`src/design/jpq_pkg.sv`:
```
// Package for the job priority queue: job and result record types,
// mode and status codes, sequencer states. No dependencies.
`default_nettype none

package jpq_pkg;

    localparam int DEPTH_DEFAULT = 8;

    localparam logic MODE_INSERT = 1'b0;
    localparam logic MODE_REMOVE = 1'b1;

    typedef enum logic [1:0] {
        STATUS_DONE  = 2'd0,
        STATUS_FULL  = 2'd1,
        STATUS_EMPTY = 2'd2
    } status_t;

    typedef struct packed {
        logic        mode;
        logic [3:0]  job_priority;
        logic [21:0] job_process;
        logic [7:0]  job_producer;
        logic [1:0]  job_duration;
        logic [16:0] job_tag;
    } cmd_t;

    typedef struct packed {
        status_t     status;
        logic        out_valid;
        logic [3:0]  out_priority;
        logic [21:0] out_process;
        logic [7:0]  out_producer;
        logic [1:0]  out_duration;
        logic [16:0] out_tag;
        logic [3:0]  occupancy;
    } result_t;

    // One queue slot, 53 bits.
    typedef struct packed {
        logic [3:0]  prio;
        logic [21:0] proc_id;
        logic [7:0]  producer;
        logic [1:0]  dur;
        logic [16:0] tag;
    } entry_t;

    typedef enum logic [2:0] {
        ST_IDLE,
        ST_INS_CMP,
        ST_INS_PUT,
        ST_REM_HEAD,
        ST_REM_MV
    } state_t;

endpackage

`default_nettype wire

```
`src/design/jpq_store.sv`:
```
// Slot memory of the job priority queue: one write port, one read port
// with registered read data. Depends on jpq_pkg.
`default_nettype none

module jpq_store #(
    parameter int DEPTH = jpq_pkg::DEPTH_DEFAULT
) (
    input  wire logic                       clk,
    input  wire logic                       wr_en,
    input  wire logic [$clog2(DEPTH)-1:0]   wr_addr,
    input  wire jpq_pkg::entry_t            wr_data,
    input  wire logic                       rd_en,
    input  wire logic [$clog2(DEPTH)-1:0]   rd_addr,
    output jpq_pkg::entry_t                 rd_data
);

    jpq_pkg::entry_t mem [DEPTH];
    jpq_pkg::entry_t data_reg;

    always_ff @(posedge clk)
    begin
        if (wr_en)
        begin
            mem[wr_addr] <= wr_data;
        end
        if (rd_en)
        begin
            data_reg <= mem[rd_addr];
        end
    end

    assign rd_data = data_reg;

endmodule

`default_nettype wire

```
`src/design/job_priority_queue.sv`:
```
// Job priority queue top level: sequencer, occupancy count and result register
// around the slot memory. Depends on jpq_pkg and jpq_store.
//
// Bounded queue of job records kept sorted by descending priority in a slot memory
// with one read and one write port; equal priorities leave in arrival order. A
// command is taken when start is high and busy is low. Each command gives one
// result, shown on result for exactly one cycle with done high; the receiver
// cannot stall it, so capture it on that cycle. A new command may be started in
// the cycle that done is high. Insert into an empty queue or when full, and remove
// from an empty queue, finish from idle without raising busy; any other command
// holds busy high until it finishes. Other inserts walk from the tail toward the
// head, moving each lower-priority job one slot back; removes read the head, then
// pull each later job one slot forward. The slot memory moves one slot per cycle
// through one read and one write port, with one priority compare per step.
`default_nettype none

module job_priority_queue #(
    parameter int DEPTH = jpq_pkg::DEPTH_DEFAULT
) (
    input  wire logic             clk,
    input  wire logic             rst_n,
    input  wire logic             start,
    input  wire jpq_pkg::cmd_t    cmd,
    output logic                  busy,
    output logic                  done,
    output jpq_pkg::result_t      result
);

    localparam int AW = $clog2(DEPTH);
    localparam int CW = $clog2(DEPTH + 1);

    jpq_pkg::state_t  state_reg, state_next;
    logic [CW-1:0]    cnt_reg, cnt_next;
    logic             done_reg, done_next;
    logic [AW-1:0]    idx_reg, idx_next;
    jpq_pkg::entry_t  new_reg, new_next;
    jpq_pkg::result_t res_reg, res_next;

    logic             wr_en;
    logic [AW-1:0]    wr_addr;
    jpq_pkg::entry_t  wr_data;
    logic             rd_en;
    logic [AW-1:0]    rd_addr;
    jpq_pkg::entry_t  rd_data;
    logic             keep_place;

    jpq_store #(
        .DEPTH (DEPTH)
    ) u_store (
        .clk     (clk),
        .wr_en   (wr_en),
        .wr_addr (wr_addr),
        .wr_data (wr_data),
        .rd_en   (rd_en),
        .rd_addr (rd_addr),
        .rd_data (rd_data)
    );

    // Insert-walk compare: the new job stays behind a slot of equal or higher priority.
    assign keep_place = (rd_data.prio >= new_reg.prio);

    always_ff @(posedge clk or negedge rst_n)
    begin
        if (!rst_n)
        begin
            state_reg <= jpq_pkg::ST_IDLE;
            cnt_reg   <= '0;
            done_reg  <= 1'b0;
        end
        else
        begin
            state_reg <= state_next;
            cnt_reg   <= cnt_next;
            done_reg  <= done_next;
        end
    end

    always_ff @(posedge clk)
    begin
        idx_reg <= idx_next;
        new_reg <= new_next;
        res_reg <= res_next;
    end

    always_comb
    begin
        state_next = state_reg;
        cnt_next   = cnt_reg;
        done_next  = 1'b0;
        idx_next   = idx_reg;
        new_next   = new_reg;
        res_next   = res_reg;
        wr_en      = 1'b0;
        wr_addr    = idx_reg;
        wr_data    = new_reg;
        rd_en      = 1'b0;
        rd_addr    = idx_reg;

        unique case (state_reg)
            jpq_pkg::ST_IDLE:
            begin
                if (start)
                begin
                    new_next.prio     = cmd.job_priority;
                    new_next.proc_id  = cmd.job_process;
                    new_next.producer = cmd.job_producer;
                    new_next.dur      = cmd.job_duration;
                    new_next.tag      = cmd.job_tag;
                    res_next          = '0;
                    res_next.status   = jpq_pkg::STATUS_DONE;
                    res_next.occupancy = 4'(cnt_reg);
                    if (cmd.mode == jpq_pkg::MODE_INSERT)
                    begin
                        if (cnt_reg == CW'(DEPTH))
                        begin
                            // drop the job
                            res_next.status = jpq_pkg::STATUS_FULL;
                            done_next       = 1'b1;
                        end
                        else if (cnt_reg == '0)
                        begin
                            wr_en     = 1'b1;
                            wr_addr   = '0;
                            wr_data   = new_next;
                            cnt_next  = cnt_reg + CW'(1);
                            res_next.occupancy = 4'(cnt_next);
                            done_next = 1'b1;
                        end
                        else
                        begin
                            // walk from the tail toward the head
                            idx_next   = AW'(cnt_reg);
                            rd_en      = 1'b1;
                            rd_addr    = AW'(cnt_reg - CW'(1));
                            state_next = jpq_pkg::ST_INS_CMP;
                        end
                    end
                    else
                    begin
                        if (cnt_reg == '0)
                        begin
                            res_next.status = jpq_pkg::STATUS_EMPTY;
                            done_next       = 1'b1;
                        end
                        else
                        begin
                            rd_en      = 1'b1;
                            rd_addr    = '0;
                            state_next = jpq_pkg::ST_REM_HEAD;
                        end
                    end
                end
            end

            jpq_pkg::ST_INS_CMP:
            begin
                wr_en = 1'b1;
                if (keep_place)
                begin
                    wr_data    = new_reg;
                    cnt_next   = cnt_reg + CW'(1);
                    res_next.occupancy = 4'(cnt_next);
                    done_next  = 1'b1;
                    state_next = jpq_pkg::ST_IDLE;
                end
                else
                begin
                    // advance the lower-priority slot one place toward the tail
                    wr_data  = rd_data;
                    idx_next = idx_reg - AW'(1);
                    if (idx_reg == AW'(1))
                    begin
                        state_next = jpq_pkg::ST_INS_PUT;
                    end
                    else
                    begin
                        rd_en   = 1'b1;
                        rd_addr = idx_reg - AW'(2);
                    end
                end
            end

            jpq_pkg::ST_INS_PUT:
            begin
                wr_en      = 1'b1;
                wr_data    = new_reg;
                cnt_next   = cnt_reg + CW'(1);
                res_next.occupancy = 4'(cnt_next);
                done_next  = 1'b1;
                state_next = jpq_pkg::ST_IDLE;
            end

            jpq_pkg::ST_REM_HEAD:
            begin
                res_next.out_valid    = 1'b1;
                res_next.out_priority = rd_data.prio;
                res_next.out_process  = rd_data.proc_id;
                res_next.out_producer = rd_data.producer;
                res_next.out_duration = rd_data.dur;
                res_next.out_tag      = rd_data.tag;
                if (cnt_reg == CW'(1))
                begin
                    cnt_next   = '0;
                    res_next.occupancy = 4'(cnt_next);
                    done_next  = 1'b1;
                    state_next = jpq_pkg::ST_IDLE;
                end
                else
                begin
                    idx_next   = AW'(1);
                    rd_en      = 1'b1;
                    rd_addr    = AW'(1);
                    state_next = jpq_pkg::ST_REM_MV;
                end
            end

            jpq_pkg::ST_REM_MV:
            begin
                // pull each slot one place toward the head
                wr_en   = 1'b1;
                wr_addr = idx_reg - AW'(1);
                wr_data = rd_data;
                if (CW'(idx_reg) + CW'(1) == cnt_reg)
                begin
                    cnt_next   = cnt_reg - CW'(1);
                    res_next.occupancy = 4'(cnt_next);
                    done_next  = 1'b1;
                    state_next = jpq_pkg::ST_IDLE;
                end
                else
                begin
                    idx_next = idx_reg + AW'(1);
                    rd_en    = 1'b1;
                    rd_addr  = idx_reg + AW'(1);
                end
            end

            default:
            begin
                state_next = jpq_pkg::ST_IDLE;
            end
        endcase
    end

    assign busy   = (state_reg != jpq_pkg::ST_IDLE);
    assign done   = done_reg;
    assign result = res_reg;

    a_cnt_bound: assert property (@(posedge clk) disable iff (!rst_n)
        cnt_reg <= CW'(DEPTH))
        else $error("occupancy count above depth");

    a_done_idle: assert property (@(posedge clk) disable iff (!rst_n)
        done |-> !busy)
        else $error("result shown while sequencer still running");

    a_full_occ: assert property (@(posedge clk) disable iff (!rst_n)
        (done && result.status == jpq_pkg::STATUS_FULL) |-> result.occupancy == 4'(DEPTH))
        else $error("full status with queue not full");

    a_valid_status: assert property (@(posedge clk) disable iff (!rst_n)
        (done && result.out_valid) |-> result.status == jpq_pkg::STATUS_DONE)
        else $error("removed job carried with error status");

endmodule

`default_nettype wire

```
`config.mk`:
```
export PLATFORM = sky130hd
export DESIGN_NAME = job_priority_queue
export DESIGN_NICKNAME = d
export VERILOG_FILES = /design/src/design/jpq_pkg.sv /design/src/design/jpq_store.sv /design/src/design/job_priority_queue.sv
export SDC_FILE = /design/constraint.sdc
export NUM_CORES = 1
export LEC_CHECK = 0
export ABC_CLOCK_PERIOD_IN_PS = 5500
export BUFFER_PORTS_ARGS = -buffer_cell sky130_fd_sc_hd__buf_2
export CAP_MARGIN = 20
export CELL_PAD_IN_SITES_DETAIL_PLACEMENT = 1
export CELL_PAD_IN_SITES_GLOBAL_PLACEMENT = 2
export CORE_MARGIN = 3
export CORE_UTILIZATION = 25
export DETAILED_ROUTE_END_ITERATION = 6
export GPL_ROUTABILITY_DRIVEN = 0
export HOLD_SLACK_MARGIN = 0.03
export PLACE_DENSITY_LB_ADDON = 0.2
export SYNTH_ARGS = -nofsm -noshare
export SYNTH_HDL_FRONTEND = slang
export SYNTH_HIERARCHICAL = 1
export SYNTH_SLANG_ARGS = --single-unit
```
`constraint.sdc`:
```
create_clock -name clk -period 5.5 [get_ports clk]
set_input_delay 0.825 -clock clk [delete_from_list [all_inputs] [get_ports clk]]
set_output_delay 0.825 -clock clk [all_outputs]
set_load 0.1 [all_outputs]
```
Word-level counts from Yosys, hierarchy flattened

Memory sizes are Yosys's and may differ from the RTL's. A register that Yosys moved wholly into a read port is not among the register bits.
Index checks and enable logic that the tools add are counted.

Muxes and demuxes: 74
Eq/ne operators: 18
Order comparisons: 1
Reductions and logical operators: 12
Add/subtract/negate cells: 6

Operators by type and width:

| kind                                                            | count |
|---|---|
| 53-bit two-way mux                                              | 5 |
| 53-bit one-hot mux with 3 select lines                          | 1 |
| 54-bit one-hot mux with 2 select lines                          | 1 |
| 3-bit two-way mux                                               | 27 |
| 58-bit two-way mux                                              | 1 |
| 4-bit one-hot mux with 5 select lines                           | 2 |
| 3-bit one-hot mux with 4 select lines                           | 3 |
| 4-bit two-way mux                                               | 7 |
| 1-bit two-way mux                                               | 21 |
| 2-bit != test, second input constant                            | 8 |
| 5-bit AND reduction                                             | 2 |
| 3-bit by 1-bit == test with 1-bit output, second input constant | 2 |
| 3-bit by 2-bit == test with 1-bit output, second input constant | 2 |
| 3-bit != test, second input constant                            | 2 |
| 3-bit one-hot mux with 2 select lines                           | 1 |
| 6-bit AND reduction                                             | 1 |
| 1-bit one-hot mux with 5 select lines                           | 1 |
| 5-bit nonzero test                                              | 1 |
| 3-bit by 1-bit adder with 4-bit output, second input constant   | 1 |
| 4-bit by 1-bit adder with 4-bit output, second input constant   | 1 |
| 4-bit by 1-bit == test with 1-bit output, second input constant | 1 |
| 4-bit == test                                                   | 1 |
| 4-bit == test, second input constant                            | 1 |
| 4-bit greater-or-equal comparator                               | 1 |
| other kinds (15)                                                | 17 |

Memory bits (writable): 424
Word-level logic and storage cells: 129
Register bits: 124
Memories kept: 1
Output and inout bits: 62
Input port bits: 57

Memory list:

| memory      | depth | width | rd ports | clocked after Yosys merged registers in | wr ports | RTL line        | RTL |
|---|---|---|---|---|---|---|---|
| u_store.mem | 8     | 53    | 1        | 1                                       | 1        | jpq_store.sv:17 | `jpq_pkg::entry_t mem [DEPTH];` |

Longest topological paths before layout

Word-level depth: 8
Depth in mapped cells: 13
Depth with buffers taken out: 9

Modules after synthesis

Netlist, hierarchy kept.

By module, submodules not included:

| module             | area an instance (um2) | cells an instance | instances | sequential area each (um2) |
|---|---|---|---|---|
| jpq_store          | 17581.9                | 679               | 1         | 14323.7 |
| job_priority_queue | 6276.0                 | 510               | 1         | 3683.5 |

Least setup slack after synthesis

Ideal clock, no wire load.

Path type: register -> register
Start point: reg cnt_reg[0]
End point: mem u_store/mem[4][0] (netlist bit), enable pin
Library setup time: 529 ps
Stages on the path, launching flop included: 10
Data arrival time: 5480 ps
Slack: -509 ps
Buffers on the path: 3
Period minus slack after synthesis: 6009 ps
Required time: 4971 ps
Path through: dfrtp_1 > clkbuf_1 > inv_1 > ha_1 > nor3b_1 > and3_1 > buf_4 > buf_2 > a21oi_1 > nor3_1

Elaborated cells between the ends (all ways): 14
Those cells by class: eq/ne: 1; mux: 12; reduce/logical: 1

RTL lines:

| item                                    | RTL line                  | RTL |
|---|---|---|
| start, declared                         | job_priority_queue.sv:33  | `logic [CW-1:0] cnt_reg, cnt_next;` |
| start signal, assigned                  | job_priority_queue.sv:73  | `cnt_reg <= cnt_next;` |
| 4-bit logical NOT                       | job_priority_queue.sv:120 | `else if (cnt_reg == '0)` |
| 3-bit two-way mux                       | job_priority_queue.sv:120 |  |
| 3-bit two-way mux *                     | job_priority_queue.sv:114 | `if (cnt_reg == CW'(DEPTH))` |
| 3-bit two-way mux *                     | job_priority_queue.sv:112 | `if (cmd.mode == jpq_pkg::MODE_INSERT)` |
| 3-bit two-way mux *                     | job_priority_queue.sv:102 | `if (start)` |
| 3-bit one-hot mux with 2 select lines * | job_priority_queue.sv:99  | `unique case (state_reg)` |
| net wr_addr[0]                          | job_priority_queue.sv:40  | `logic [AW-1:0] wr_addr;` |
| end, declared                           | jpq_store.sv:17           |  |

The timed path passes the listed nets; every way through them passes the cells marked *.

Final worst setup path

Start point: reg idx_reg[1]
End point: reg, netlist name u_store/rd_data[15]

Elaborated cells between the ends (all ways): 19
Those cells by class: add/sub: 3; eq/ne: 2; mux: 14

RTL lines:

| item                                                           | RTL line                                             | RTL |
|---|---|---|
| start, declared                                                | job_priority_queue.sv:35                             | `logic [AW-1:0] idx_reg, idx_next;` |
| start signal, assigned                                         | job_priority_queue.sv:80                             | `idx_reg <= idx_next;` |
| 3-bit by 1-bit adder with 4-bit output (tied with other cells) | job_priority_queue.sv:223                            | `if (CW'(idx_reg) + CW'(1) == cnt_reg)` |
| 4-bit == test or 3-bit two-way mux (tied branches)             | job_priority_queue.sv:223, job_priority_queue.sv:171 |  |
| 3-bit two-way mux, on equally long branches                    | n/a                                                  |  |
| 3-bit one-hot mux with 4 select lines *                        | job_priority_queue.sv:99                             |  |
| net rd_addr[2]                                                 | job_priority_queue.sv:43                             | `logic [AW-1:0] rd_addr;` |

Marked as above.
A chain may end at the register's enable or synchronous reset.

==> out/results.tsv <==
stage	metric	value	unit
outcome	result_of_the_run	finished clean	
run	max-cap-violations	0	
cts	clock_tree.buffer_depth	3	
final_layout	diodes_inserted	0	
worst_setup_path	timing.critical_path.fanout_max	46	
worst_setup_path	rr_endpoint	u_store/rd_data[15]	
cts	clock_latency	0.61	ns
logic_synthesis	synthCells	1189	
detailed_routing	drt.antenna.violating_nets	0	
floorplanning	die_w	315	um
cts	post_cts.repair.setup_buffers	0	
grt	busiest_layer	met2	
worst_setup_path	cp_data_arrival_time	4.39	ns
detailed_routing	wl_per_cell	23.9	um
detailed_routing	first_pass_iters	5	
place	port_buffers	118	
logic_synthesis	yosys.area_share.xor_xnor	0.315	%
place	dpl.cell_count	2525	
detailed_routing	via_count	12000	
worst_setup_path	crit_type	reg -> reg	
logic_synthesis	yosys_warnings	6	
floorplanning	die-height	315	um
worst_setup_path	worst_path_dominant_cell_family	compound AO/OA/AOI/OAI gates	
floorplanning	io-pin-count	119	
detailed_routing	vias_per_instance	4.52	
floorplanning	floorplan.rows	112	
logic_synthesis	post_synth_mux_area_share	12.7	%
worst_setup_path	chain_of_cells_forming_the_critical_path	inv_1, ha_1, xnor2_1, a21oi_1, o31ai_1, nand3_4, buf_4, mux4_2, mux2_2	
cts	cts_max_level	3	
cts	cts_buffers	71	
logic_synthesis	synth-edff-count	593	
worst_setup_path	worstPathRequired	5.83	ns
floorplanning	initial_utilization	25.4	%
timing	finClkSkew	0.0320	ns
logic_synthesis	fraction_of_the_mapped_netlist_area_in_compound_gates	5.53	%
detailed_routing	drt_drc_violations_left	0	
final_layout	ratio_of_cells_with_drive_above_1_in_the_final_layout	30.9	%
cts	cts_resized	0	
logic_synthesis	synth_simple_gate_area_share	3.48	%
floorplanning	core_area	94000	um2
logic_synthesis	dominant_synthesized_flop_cell	sky130_fd_sc_hd__edfxtp_1	
timing	worst-slew-pin-transition	1.03	ns
final_layout	final_cell_mix	593 x sky130_fd_sc_hd__edfxtp_1, 118 x sky130_fd_sc_hd__buf_2, 106 x sky130_fd_sc_hd__mux4_2	
grt	met3_track_usage_gr	2.11	%
cts	cts.clk_slew.worst_paths	0.06	ns
logic_synthesis	share_of_async_settable_or_async_resettable_flops_after_synthesis	1.33	%
timing	final-hold-violation-count	0	
final_layout	largest-register	u_store/mem	
final_layout	fin_nets	1414	
worst_setup_path	setup.worst_path.end_class	flop	
worst_setup_path	timing.critical_path.buf_inv	2	
worst_setup_path	ff2ff_setup_slack	1.44	ns
worst_setup_path	reg_to_reg_start	idx_reg[1]	
timing	setup_slack	1.44	ns
timing	setup_repair_after_global_routing_missed_its_margin	false	
final_layout	final_cells	2651	
timing	period_share	73.9	%
grt	antenna_found_initial	3	
worst_setup_path	cpPeakStageDelay	0.69	ns
worst_hold_path	min_delay_path_depth	1	
place	place_hpwl	33.7	mm
timing	report.final.setup_viol	0	
worst_setup_path	slowest_stage	sky130_fd_sc_hd__o31ai_1	
logic_synthesis	postSynthNetCount	1258	
cts	clkSinkCount	601	
grt	gr-usage-all-layers	12.8	%
detailed_routing	drt-total-wl	63.3	mm
worst_hold_path	hp-start	cmd[23]	
timing	period_needed	4.06	ns
final_layout	syn_to_final_growth	19.1	%
cts	cts_hold_repair_buffers	1	
final_layout	layout_commonest_cell	sky130_fd_sc_hd__edfxtp_1	
final_layout	max_ffs_per_register	424	
logic_synthesis	syn-cell-area	23900	um2
logic_synthesis	largest_family_of_logic_cells_by_synthesized_area	multiplexers	
timing	timing.final.max_slew_violations	0	
cts	ctsRootBufferMaster	sky130_fd_sc_hd__clkbuf_16	
grt	global_route.usage.met2	20.6	%
worst_setup_path	timing.critical_path.from_type	flop	
worst_setup_path	rr_worst_depth	9	
timing	max_clock_freq	246	MHz
final_layout	finish.utilization	30.2	%
grt	grt_pass1_wl	92.7	mm
grt	grt_max_degree	55	
logic_synthesis	synth_area_per_cell	20.1	um2
final_layout	fillers	9467	
logic_synthesis	ys_seq_area_share	75.5	%
floorplanning	area_of_the_die	99200	um2
cts	tritoncts	done	
timing	final.setup.tns	0	ns
place	detailedPlace.worstSlack	1.40	ns
worst_hold_path	worstHoldPathType	in -> reg	
logic_synthesis	synth_cell_types	56	
grt	vias_in_the_first_global_route	13200	
timing	slew_headroom	31.3	%
grt	globalRouteOverflowTotal	0	
detailed_routing	first_iter_violations	881	
grt	grtUsageMet1	18.0	%
logic_synthesis	synth-seq-cells	601	
logic_synthesis	post_synth_fa_ha_maj_area_fraction	0.629	%
worst_hold_path	hold_end	new_reg[23]	
metrics by stage:
stage | hold WS, ns | area (um2)
4_1_cts | 0.359 | 28400
3_5_place_dp | 0.550 | 26100
6_report | 0.405 | 28400
5_1_grt | 0.369 | 28400
2_1_floorplan | 0.526 | 23900
3_3_place_gp | 0.550 | 26100
synthesized netlist by cell type, drive strengths merged (2+ instances only):
cell     number  area share (%)
buf          31             1.0
nor2         20            0.33
ha           12            0.63
nand3         5            0.10
a211oi        2           0.063
xnor2         4            0.15
nand2b        7            0.18
and2         55             1.4
mux2         57             2.7
a31oi         2           0.052
nor3         11            0.23
nand2        22            0.35
a21o         54             1.7
mux4        106              10
nor4b         3            0.11
o21ai        19            0.40
a21oi        19            0.41
edfxtp      593              75
o2bb2ai       2           0.073
o211ai        4            0.13
o221ai        2           0.073
clkbuf       35            0.55
a32oi         3            0.11
or2           4            0.10
nor2b         5            0.13
and3          3           0.079
nor3b         6            0.21
xor2          2           0.073
inv          17            0.27
o21a          2           0.063
a22o         55             2.0
dfrtp         8            0.84
o22ai         2           0.052
a22oi         4            0.13
kinds of logic (layout without fill, tap and decap cells):
kind of cell,count (synthesis),after routing
compound gates,177,177
fa+ha+maj,12,12
buf+inv,83,291
xor+xnor,7,7
simple gates,145,145
flops,601,601
mux,164,164
worst max-delay path by stage:
| stage | from | to | slack [ns] | cells after the start |
|---|---|---|---|---|
| finish | idx_reg[1] | u_store/rd_data[15] | 1.44 | 9 |
| global route | idx_reg[1] | u_store/rd_data[15] | 1.26 | 9 |
| CTS | idx_reg[1] | u_store/rd_data[15] | 1.37 | 9 |
| detailed placement | idx_reg[1] | u_store/rd_data[15] | 1.40 | 9 |
| global placement | idx_reg[1] | u_store/rd_data[6] | 1.46 | 10 |
| floorplan | cnt_reg[0] | u_store/mem[4][0] | -0.51 | 9 |
worst reg2reg max path: cells and delay by family (launching register included):
family | cells | cell delay, ns
buffers and inverters | 2 | 0.68
adders and majority gates | 1 | 0.40
xor gates and xnor gates | 1 | 0.25
AOI/OAI and AO/OA | 2 | 0.80
DFF | 1 | 0.63
and+or+nand+nor | 1 | 0.33
muxes | 2 | 0.70
area by class of cell:
class | instances | area, um2 | share of cell area (%)
multi-input combinational | 505 | 5550 | 19.6
tap | 1254 | 1570 | 5.52
sequential | 601 | 18000 | 63.4
timing repair buffer | 149 | 938 | 3.30
clock buffer | 87 | 1880 | 6.62
clock inverter | 38 | 390 | 1.37
inverter | 17 | 65.1 | 0.229
metal layers:
layer,routed length (um),vias to the layer above
met3,2230,87
met5,13,-
met2,29600,233
met4,1220,2
met1,30200,6475
li1,-,5178
Power is left out: the tool's default activity adds up to more than one toggle a clock period on the data nets, which glitch-free logic cannot reach.
